**config.mk**
```make
export PLATFORM = sky130hd
export DESIGN_NAME = sha256_stream_hasher
export DESIGN_NICKNAME = d
export VERILOG_FILES = /design/src/hw/rtl/sha_pkg.sv /design/src/hw/rtl/sha_datapath.sv /design/src/hw/rtl/sha_control.sv /design/src/hw/rtl/sha256_stream_hasher.sv
export SDC_FILE = /design/constraint.sdc
export NUM_CORES = 2
export LEC_CHECK = 0
export ABC_CLOCK_PERIOD_IN_PS = 21700
export CELL_PAD_IN_SITES_DETAIL_PLACEMENT = 1
export CELL_PAD_IN_SITES_GLOBAL_PLACEMENT = 2
export CORE_ASPECT_RATIO = 0.8
export CORE_MARGIN = 3
export CORE_UTILIZATION = 49
export CTS_CLUSTER_DIAMETER = 150
export DETAILED_ROUTE_END_ITERATION = 10
export DONT_BUFFER_PORTS = 1
export PLACE_DENSITY_LB_ADDON = 0.1
export SYNTH_ARGS = -nofsm -noshare
export SYNTH_HDL_FRONTEND = slang
export SYNTH_SLANG_ARGS = --single-unit
```
**constraint.sdc**
```tcl
create_clock -name i_clk -period 21.7 [get_ports i_clk]
set_input_delay 4.34 -clock i_clk [delete_from_list [all_inputs] [get_ports i_clk]]
set_output_delay 4.34 -clock i_clk [all_outputs]
set_load 0.05 [all_outputs]
```
**src/hw/rtl/sha_pkg.sv**
```systemverilog
package sha_pkg;

    typedef struct packed {
        logic       load_byte;   // write a message byte at the fill position
        logic       pad_first;   // write 0x80 at the fill position, zero the rest
        logic       pad_zero;    // zero the whole buffer
        logic       put_length;  // write bit length into bytes 56..63
        logic       start;       // begin a compression
        logic       finish;      // reset chaining value and counter
    } t_dp_cmd;

    typedef struct packed {
        logic       busy;        // compression running or its result being folded
        logic [5:0] fill;        // buffer fill
    } t_dp_status;

    localparam logic [31:0] H_INIT [8] = '{
        32'h6a09e667, 32'hbb67ae85, 32'h3c6ef372, 32'ha54ff53a,
        32'h510e527f, 32'h9b05688c, 32'h1f83d9ab, 32'h5be0cd19
    };

    localparam logic [31:0] ROUND_K [64] = '{
        32'h428a2f98, 32'h71374491, 32'hb5c0fbcf, 32'he9b5dba5,
        32'h3956c25b, 32'h59f111f1, 32'h923f82a4, 32'hab1c5ed5,
        32'hd807aa98, 32'h12835b01, 32'h243185be, 32'h550c7dc3,
        32'h72be5d74, 32'h80deb1fe, 32'h9bdc06a7, 32'hc19bf174,
        32'he49b69c1, 32'hefbe4786, 32'h0fc19dc6, 32'h240ca1cc,
        32'h2de92c6f, 32'h4a7484aa, 32'h5cb0a9dc, 32'h76f988da,
        32'h983e5152, 32'ha831c66d, 32'hb00327c8, 32'hbf597fc7,
        32'hc6e00bf3, 32'hd5a79147, 32'h06ca6351, 32'h14292967,
        32'h27b70a85, 32'h2e1b2138, 32'h4d2c6dfc, 32'h53380d13,
        32'h650a7354, 32'h766a0abb, 32'h81c2c92e, 32'h92722c85,
        32'ha2bfe8a1, 32'ha81a664b, 32'hc24b8b70, 32'hc76c51a3,
        32'hd192e819, 32'hd6990624, 32'hf40e3585, 32'h106aa070,
        32'h19a4c116, 32'h1e376c08, 32'h2748774c, 32'h34b0bcb5,
        32'h391c0cb3, 32'h4ed8aa4a, 32'h5b9cca4f, 32'h682e6ff3,
        32'h748f82ee, 32'h78a5636f, 32'h84c87814, 32'h8cc70208,
        32'h90befffa, 32'ha4506ceb, 32'hbef9a3f7, 32'hc67178f2
    };

    localparam logic [7:0] PAD_BYTE  = 8'h80;
    localparam logic [5:0] LEN_START = 6'd56;

    function automatic logic [31:0] rotr(input logic [31:0] x, input int unsigned n);
        rotr = (x >> n) | (x << (32 - n));
    endfunction

endpackage

```
**src/hw/rtl/sha_datapath.sv**
```systemverilog
module sha_datapath
    import sha_pkg::*;
(
    input  logic        i_clk,
    input  logic        i_rst_n,
    input  t_dp_cmd     i_cmd,
    input  logic [7:0]  i_data_byte,
    input  logic [2:0]  i_rd_index,
    output t_dp_status  o_status,
    output logic [31:0] o_rd_word
);

    // The block buffer is kept as sixteen big-endian words, byte 0 in bits 31:24 of word 0.
    logic [31:0] r_buf [16];
    logic [31:0] r_w   [16];
    logic [31:0] r_v   [8];
    logic [31:0] r_h   [8];
    logic [60:0] r_cnt;
    logic [6:0]  r_round;
    logic        r_busy;
    logic        r_done;

    logic [63:0] bits;
    logic [31:0] w_new, t1, t2, x15, x2, s0, s1, big0, big1, choose, major;
    logic [3:0]  ri;
    logic [5:0]  fill;

    assign fill = r_cnt[5:0];
    assign bits = {r_cnt, 3'b000};
    assign ri   = r_round[3:0];

    always_comb begin
        x15 = r_w[ri + 4'd1];
        x2  = r_w[ri + 4'd14];
        s0  = rotr(x15, 7) ^ rotr(x15, 18) ^ (x15 >> 3);
        s1  = rotr(x2, 17) ^ rotr(x2, 19) ^ (x2 >> 10);
        if (r_round < 7'd16) begin
            w_new = r_buf[ri];
        end else begin
            w_new = r_w[ri] + s0 + r_w[ri + 4'd9] + s1;
        end
        big1   = rotr(r_v[4], 6) ^ rotr(r_v[4], 11) ^ rotr(r_v[4], 25);
        choose = (r_v[4] & r_v[5]) ^ (~r_v[4] & r_v[6]);
        t1     = r_v[7] + big1 + choose + ROUND_K[r_round[5:0]] + w_new;
        big0   = rotr(r_v[0], 2) ^ rotr(r_v[0], 13) ^ rotr(r_v[0], 22);
        major  = (r_v[0] & r_v[1]) ^ (r_v[0] & r_v[2]) ^ (r_v[1] & r_v[2]);
        t2     = big0 + major;
    end

    // Byte buffer, schedule window and working variables hold payload only.
    always_ff @(posedge i_clk) begin
        for (int k = 0; k < 16; k++) begin
            for (int j = 0; j < 4; j++) begin
                if (i_cmd.pad_zero) begin
                    r_buf[k][31 - 8 * j -: 8] <= '0;
                end else if (i_cmd.pad_first && (4 * k + j) > int'(fill)) begin
                    r_buf[k][31 - 8 * j -: 8] <= '0;
                end else if (i_cmd.pad_first && (4 * k + j) == int'(fill)) begin
                    r_buf[k][31 - 8 * j -: 8] <= PAD_BYTE;
                end else if (i_cmd.load_byte && (4 * k + j) == int'(fill)) begin
                    r_buf[k][31 - 8 * j -: 8] <= i_data_byte;
                end else if (i_cmd.put_length && k >= 14) begin
                    r_buf[k][31 - 8 * j -: 8] <= bits[63 - 8 * (4 * (k - 14) + j) -: 8];
                end
            end
        end
        if (i_cmd.start) begin
            for (int k = 0; k < 8; k++) r_v[k] <= r_h[k];
        end else if (r_busy) begin
            r_w[ri] <= w_new;
            r_v[7] <= r_v[6];
            r_v[6] <= r_v[5];
            r_v[5] <= r_v[4];
            r_v[4] <= r_v[3] + t1;
            r_v[3] <= r_v[2];
            r_v[2] <= r_v[1];
            r_v[1] <= r_v[0];
            r_v[0] <= t1 + t2;
        end
    end

    always_ff @(posedge i_clk) begin
        if (!i_rst_n) begin
            for (int k = 0; k < 8; k++) r_h[k] <= H_INIT[k];
            r_cnt   <= '0;
            r_round <= '0;
            r_busy  <= 1'b0;
            r_done  <= 1'b0;
        end else begin
            r_done <= 1'b0;
            if (i_cmd.finish) begin
                r_cnt <= '0;
            end else if (i_cmd.load_byte) begin
                r_cnt <= r_cnt + 61'd1;
            end
            if (i_cmd.start) begin
                r_busy  <= 1'b1;
                r_round <= '0;
            end else if (r_busy) begin
                r_round <= r_round + 7'd1;
                if (r_round == 7'd63) begin
                    r_busy <= 1'b0;
                    r_done <= 1'b1;
                end
            end
            if (i_cmd.finish) begin
                for (int k = 0; k < 8; k++) r_h[k] <= H_INIT[k];
            end else if (r_done) begin
                for (int k = 0; k < 8; k++) r_h[k] <= r_h[k] + r_v[k];
            end
        end
    end

    assign o_status.busy = r_busy | r_done;
    assign o_status.fill = fill;
    assign o_rd_word     = r_h[i_rd_index];

endmodule

```
**src/hw/rtl/sha_control.sv**
```systemverilog
module sha_control
    import sha_pkg::*;
(
    input  logic        i_clk,
    input  logic        i_rst_n,
    input  logic        i_valid,
    output logic        o_ready,
    input  logic        i_byte_present,
    input  logic        i_end_of_message,
    input  t_dp_status  i_status,
    output t_dp_cmd     o_cmd,
    output logic [2:0]  o_rd_index,
    output logic        o_valid,
    input  logic        i_ready,
    output logic        o_last_word
);

    typedef enum logic [6:0] {
        S_IDLE  = 7'b0000001,
        S_BLOCK = 7'b0000010,
        S_PAD   = 7'b0000100,
        S_PAD1  = 7'b0001000,
        S_PAD2  = 7'b0010000,
        S_FINAL = 7'b0100000,
        S_OUT   = 7'b1000000
    } t_state;

    t_state     r_state, n_state;
    logic [2:0] r_idx, n_idx;
    logic       r_end, n_end;
    // The compression has completed and the chaining value is updated.
    logic       settled;

    assign settled = !i_status.busy;

    always_comb begin
        n_state = r_state;
        n_idx   = r_idx;
        n_end   = r_end;
        o_cmd   = '0;
        o_ready = 1'b0;
        o_valid = 1'b0;
        unique case (r_state)
            S_IDLE: begin
                o_ready = 1'b1;
                if (i_valid) begin
                    o_cmd.load_byte = i_byte_present;
                    n_end = i_end_of_message;
                    if (i_byte_present && i_status.fill == 6'd63) begin
                        o_cmd.start = 1'b0;
                        n_state = S_BLOCK;
                    end else if (i_end_of_message) begin
                        n_state = S_PAD;
                    end
                end
            end
            S_BLOCK: begin
                // Buffer is now full; compress it.
                o_cmd.start = 1'b1;
                n_state = S_FINAL;
            end
            S_FINAL: begin
                if (settled) begin
                    if (!r_end) begin
                        n_state = S_IDLE;
                    end else if (i_status.fill == 6'd0) begin
                        // The closing byte filled a block; padding starts a fresh one.
                        n_state = S_PAD;
                    end else begin
                        // The length spilled into a second block; zero it, then length.
                        n_state = S_PAD2;
                    end
                end
            end
            S_PAD: begin
                o_cmd.pad_first = 1'b1;
                n_end = 1'b0;
                if (i_status.fill >= LEN_START) begin
                    o_cmd.start = 1'b0;
                    n_state = S_PAD1;
                end else begin
                    n_state = S_PAD2;
                end
            end
            S_PAD1: begin
                o_cmd.start = 1'b1;
                n_state = S_FINAL;
                n_end = 1'b1;
            end
            S_PAD2: begin
                if (settled) begin
                    if (r_end) begin
                        o_cmd.pad_zero = 1'b1;
                        n_end = 1'b0;
                    end else begin
                        o_cmd.put_length = 1'b1;
                        o_cmd.start = 1'b1;
                        n_idx = '0;
                        n_state = S_OUT;
                    end
                end
            end
            S_OUT: begin
                o_valid = settled;
                if (settled && i_ready) begin
                    n_idx = r_idx + 3'd1;
                    if (r_idx == 3'd7) begin
                        o_cmd.finish = 1'b1;
                        n_state = S_IDLE;
                    end
                end
            end
            default: n_state = S_IDLE;
        endcase
    end

    always_ff @(posedge i_clk) begin
        if (!i_rst_n) begin
            r_state <= S_IDLE;
            r_idx   <= '0;
            r_end   <= 1'b0;
        end else begin
            r_state <= n_state;
            r_idx   <= n_idx;
            r_end   <= n_end;
        end
    end

    assign o_rd_index  = r_idx;
    assign o_last_word = (r_idx == 3'd7);

endmodule

```
**src/hw/rtl/sha256_stream_hasher.sv**
```systemverilog
// SHA-256 over a byte stream. An item with i_byte_present adds one byte; an item
// with i_end_of_message closes the message, pads it and returns eight digest words,
// word 0 first, the last flagged. Byte items that do not fill a block leave the
// input ready for the next item. After an item that completes a 64-byte block the
// next item waits until the single round unit has been started, has run the 64
// compression rounds one per cycle and has folded the result into the chaining
// value. The first digest word is offered once the closing compression has settled;
// a second compression is needed when the closing byte fills a block, or the length
// does not fit behind the pad byte. Input is held off until the last digest word is taken.
module sha256_stream_hasher
    import sha_pkg::*;
(
    input  logic        i_clk,
    input  logic        i_rst_n,
    input  logic        i_valid,
    output logic        o_ready,
    input  logic [7:0]  i_data_byte,
    input  logic        i_byte_present,
    input  logic        i_end_of_message,
    output logic        o_valid,
    input  logic        i_ready,
    output logic [31:0] o_digest_word,
    output logic [2:0]  o_word_index,
    output logic        o_last_word
);

    t_dp_cmd    cmd;
    t_dp_status status;
    logic [2:0] rd_index;

    sha_control u_control (
        .i_clk            (i_clk),
        .i_rst_n          (i_rst_n),
        .i_valid          (i_valid),
        .o_ready          (o_ready),
        .i_byte_present   (i_byte_present),
        .i_end_of_message (i_end_of_message),
        .i_status         (status),
        .o_cmd            (cmd),
        .o_rd_index       (rd_index),
        .o_valid          (o_valid),
        .i_ready          (i_ready),
        .o_last_word      (o_last_word)
    );

    sha_datapath u_datapath (
        .i_clk       (i_clk),
        .i_rst_n     (i_rst_n),
        .i_cmd       (cmd),
        .i_data_byte (i_data_byte),
        .i_rd_index  (rd_index),
        .o_status    (status),
        .o_rd_word   (o_digest_word)
    );

    assign o_word_index = rd_index;

endmodule

```
### Word-level counts from Yosys, hierarchy flattened

Memory sizes are Yosys's and may differ from the RTL's. A register that Yosys moved wholly into a read port is not among the register bits.
Index checks and enable logic that the tools add are counted.

| cells by class | value |
|---|---|
| muxes and demuxes | 1087 |
| $lt $le $gt $ge | 66 |
| add/subtract/negate cells | 24 |
| bitwise operators | 254 |
| reduce and logical (&&, ||, !) cells | 205 |
| eq/ne operators | 80 |

Operators with widths:

| cell | number |
|---|---|
| two-way mux 8 bit | 199 |
| two-way mux 32 bit | 27 |
| two-way mux 1 bit | 834 |
| adder 32 bit | 18 |
| XOR 32 bit | 9 |
| bitwise OR 1 bit | 224 |
| logical AND 1 bit | 193 |
| == test 6 bit (first input constant) | 32 |
| > comparator 6 bit (first input constant) | 32 |
| AND 32 bit | 5 |
| == test 5 x 6 -> 1 bit (first input constant) | 16 |
| > comparator 5 x 6 -> 1 bit (first input constant) | 16 |
| two-way mux 7 bit | 9 |
| adder 61 x 1 -> 61 bit (second input constant) | 1 |
| == test 4 x 6 -> 1 bit (first input constant) | 8 |
| > comparator 4 x 6 -> 1 bit (first input constant) | 8 |
| one-hot mux 7 bit (6 select lines) | 1 |
| NOT 32 bit | 1 |
| bitwise OR 10 x 32 -> 32 bit | 1 |
| bitwise OR 13 x 32 -> 32 bit | 1 |
| bitwise OR 14 x 32 -> 32 bit | 1 |
| bitwise OR 15 x 32 -> 32 bit | 1 |
| bitwise OR 19 x 32 -> 32 bit | 1 |
| bitwise OR 21 x 32 -> 32 bit | 1 |
| 49 further kinds | 77 |

| word-level totals | value |
|---|---|
| register bits after elaboration | 81 |
| logic and storage cells | 1728 |
| output and inout port bits | 38 |
| bits in writable memories | 1536 |
| ROM bits | 2048 |
| bits of input ports | 14 |
| memories | 5 |

Memories:

| memory | words | width | read ports | clocked after Yosys merged registers in | write ports | RTL line | RTL |
|---|---|---|---|---|---|---|---|
| (no name shown) | 64 | 32 | 1 | 0 | 0 | sha_datapath.sv:44 | `t1 = r_v[7] + big1 + choose + ROUND_K[r_round[5:0]] + w_new;` |
| u_datapath.r_buf | 16 | 32 | 1 | 1 | 16 | sha_datapath.sv:14 | `logic [31:0] r_buf [16];` |
| u_datapath.r_w | 16 | 32 | 4 | 1 | 1 | sha_datapath.sv:15 | `logic [31:0] r_w [16];` |
| u_datapath.r_h | 8 | 32 | 9 | 1 | 8 | sha_datapath.sv:17 | `logic [31:0] r_h [8];` |
| u_datapath.r_v | 8 | 32 | 8 | 0 | 8 | sha_datapath.sv:16 | `logic [31:0] r_v [8];` |

### Depth between registers and ports, before layout

An unclocked memory read counts as a cell.

| depth | value |
|---|---|
| word-level depth | 12 |
| mapped depth | 57 |
| mapped depth without buffers | 49 |

### Modules after synthesis

Synthesis repeated with hierarchy kept, for this count alone.

| second synthesis, totals | value |
|---|---|
| cells, all modules | 8663 |
| area total of the unflattened synthesis | 104858.1 µm² |

Modules (own cells, without submodules):

| module | instances | area an instance (µm²) | cells an instance | sequential area each (µm²) |
|---|---|---|---|---|
| sha_datapath | 1 | 104077.3 | 8561 | 47285.4 |
| sha_control | 1 | 780.7 | 102 | 220.2 |

### Worst setup path before layout

OpenSTA, ideal clock, no wires.

| path | value |
|---|---|
| path type | register -> register |
| from | reg u_datapath.r_round[0] |
| to | mem u_datapath.r_v[0][31], data pin |
| path buffers | 11 |
| setup time | 0.263 ns |
| path slack | 8.659 ns |
| data required time | 21.437 ns |
| data arrival time | 12.777 ns |
| clock period less this slack | 13.041 ns |
| stages on the path, launching flop included | 50 |
| path through | dfxtp_1 buf_2 buf_4 buf_2 clkbuf_1 buf_2 clkbuf_1 inv_1 ha_1 buf_2 buf_4 buf_1 clkbuf_1 buf_1 mux4_2 mux4_2 inv_1 fa_1 (+14 left out) o21ai_0 fa_1 fa_1 ha_1 and4_1 a311oi_1 xnor2_1 inv_1 fa_1 xor2_1 xnor2_1 xnor2_1 nor3_1 and3_1 a41oi_1 nand4_1 xor2_1 o21ai_1 |

RTL lines:

| element | RTL line | RTL |
|---|---|---|
| start, declared | sha_datapath.sv:19 | `logic [6:0] r_round;` |
| start signal, assigned | sha_datapath.sv:100 | `r_round <= r_round + 7'd1;` |
| end, declared | sha_datapath.sv:16 |  |

==> qor.csv <==
metric,value,unit
powerDensity,70.8,mW/mm²
critical_path_buf_inv_count,4,
post_cts_resized,0,
syn_nets,9335,
worst-setup-path-type,register to register,
postLayoutSetupSlackWorst,7.47,ns
leakage,40.1,nW
power,8.04,mW
nets,9150,
cts_buffer_depth,4,
wl_per_cell,33.5,µm
remaining_drc_errors,0,
dieArea,0.219,mm²
use_met1,0.547,
synth_largest_area_cell,edfxtp_1,
grt_pass1_wl,561,mm
fin_crit,14.23,ns
min_path_type,register to register,
violations,"capacitance limit, slew limit",
cts.clk_slew.worst_paths,0.06,ns
portBuffers,0,
cts_root_buf,clkbuf_16,
cts.sinks,1624,
overflow,0,
synth.area.top_cells,"edfxtp_1 (43%), mux4_2 (16%), ha_1 (4.8%)",
tns,0,ns
max_freq,70.3,MHz
layout-drive-gt1-share,0.148,
whs_path_depth,2,
r2r_setup_slack,7.47,ns
hold_start,u_datapath.r_cnt[60],
dr.pass1.iters,6,
avgSynthCellArea,12.0,µm²
post-cts-setup-buffers,0,
met2_usage,0.494,
worstPathRequired,22.23,ns
crit_fanout,113,
fin_crit_sh,0.656,
r2r-start,u_datapath.r_round[0],
insertion_delay,0.90,ns
grt_use_met3,0.0773,
core,0.212,mm²
synth_ff_type,edfxtp_1,
n_fill_cell,21475,
critPathSlowestCell,o31ai_1,
synth_area,0.105,mm²
synth_top_area_frac,0.431,
grt_pass1_vias,76840,
io_pins,52,
relSlewSlack,-0.0205,
synth_cells,8728,
crit_family,compound AO/OA/AOI/OAI gates,
r2r_cells,39,
detailedPlace.worstSlack,7.71,ns
drt_iter0_markers,10581,
r2r_end,u_datapath.r_v[0][31],
track_usage,0.350,
std_cell_rows,151,
async_flop_share,0,
hold_viol_final,0,
busiest_layer,met1,
skew,0.0942,ns
initial_core_util,0.494,
cts_tree,yes,
end_kind,register,
ys_seq_area_frac,0.454,
place_hpwl,276,mm
antenna_found_initial,20,
ys_types,89,
die_w,523,µm
die_y,420,µm
finalSetupViolations,0,
worst_pin_slew,1.51,ns
synth-edff-count,1504,
crit_arrival,14.76,ns
status,"complete, but fails checks",
htreeDepth,4,
max_stage_delay,0.92,ns
ctsHoldBuffers,0,
area_growth,8.49,%
drv_slew,3,
grt_max_degree,131,
critPathMostFrequentCell,fa_1,
ys_seq_elements,1624,
place.gp.congestion,0.982,
peakVddDrop,61.4,µV
yosys_warnings,0,
wl,386,mm
startpoint_type,register,
cts_inserted_buffers,184,
crit_start,u_datapath.r_round[0],
whs_endpoint,u_datapath.r_cnt[60],
vias,77462,
rsz0062_at_grt,false,
antenna_left,0,
drv_cap,1,
via_per_inst,6.72,
## kinds of logic after synthesis
| logic type | count (synthesis) | share of synthesized area |
|---|---|---|
| DFF | 1624 | 0.454 |
| xor gates and xnor gates | 612 | 0.0513 |
| and+or+nand+nor | 2591 | 0.114 |
| AOI/OAI and AO/OA | 1518 | 0.0925 |
| adders and majority gates | 611 | 0.0865 |
| buffers and inverters | 937 | 0.0340 |
| muxes | 835 | 0.167 |
## metrics by stage
step	util	instances	hold slack [ns]	instance area [µm²]
final	0.536	11523	0.527	114000
after global routing	0.536	11519	0.559	114000
after CTS	0.536	11519	0.526	114000
after detailed placement	0.508	11187	0.513	108000
after global placement	0.508	11187	0.482	108000
after floorplan	-	8728	0.453	105000
## layer usage
metal | routed length [µm] | vias to the layer above
met2 | 163000 | 4287
met3 | 42000 | 554
met4 | 9670 | 16
met1 | 172000 | 40432
li1 | - | 32173
met5 | 105 | -
## worst max-delay path by stage
stage	end	slack, ns	cells after the start
after floorplan	u_datapath.r_v[0][31]	8.66	49
after global placement	u_datapath.r_v[0][31]	7.85	40
after detailed placement	u_datapath.r_v[0][31]	7.71	40
after CTS	u_datapath.r_v[0][31]	7.62	40
after global routing	u_datapath.r_v[0][31]	6.73	42
final	u_datapath.r_v[0][31]	7.47	39
## cell usage after synthesis, types with 245 or more instances
| library cell | number |
|---|---|
| a21oi_1 | 393 |
| xnor2_1 | 365 |
| inv_1 | 400 |
| nor2_1 | 535 |
| edfxtp_1 | 1504 |
| nand2_1 | 1090 |
| clkbuf_1 | 418 |
| ha_1 | 398 |
| mux4_2 | 727 |
| and2_1 | 294 |
| o21ai_0 | 407 |
| xor2_1 | 245 |
## worst register-to-register path, delay by kind of cell, from the launching register on
kind / cells / cell delay [ns]
AOI/OAI and AO/OA: 11 / 3.68
xor gates and xnor gates: 5 / 1.30
adders and majority gates: 8 / 3.59
buffers and inverters: 4 / 1.71
DFF: 1 / 0.75
muxes: 3 / 1.56
and+or+nand+nor: 8 / 1.36
## where the power goes
part	total, mW	internal, mW	switching [mW]	leakage [nW]
sequential	3.56	3.51	0.0500	14.3
combinational	1.35	0.480	0.872	22.9
clock	3.13	1.77	1.37	2.87
## registers in the layout, summed over array words and instances, names as in the netlist, named ones only
signal                count
u_datapath.r_busy         1
u_datapath.r_cnt         61
u_datapath.r_buf        512
u_control.o_rd_index      3
u_datapath.r_v          256
u_datapath.r_h          256
u_datapath.r_done         1
u_datapath.r_round        7
u_datapath.r_w          512
u_control.r_state         7
u_control.r_end           1
## final cells by class
cell class / instances / area, µm² / share of cell area
clock buffer: 238 / 5020 / 0.0442
antenna: 4 / 10.0 / 0.0000881
multi-input combinational: 6167 / 53900 / 0.474
tap: 2830 / 3540 / 0.0312
timing repair buffer: 162 / 1270 / 0.0111
inverter: 404 / 1520 / 0.0134
clock inverter: 94 / 803 / 0.00707
sequential: 1624 / 47600 / 0.419
## layout by cell type, fill, tap and decap left out, drive strengths merged, types with 162 or more instances in the layout
cell type and instances:
a21oi 393, clkbuf 238, nand2 1090, inv 410, fa 195, o21ai 414, edfxtp 1504, a21o 173
buf 162, xor2 245, and3 190, and2 294, ha 398, xnor2 367, nor2 535, mux4 727
No activity file was read; power rests on OpenSTA's default activity.
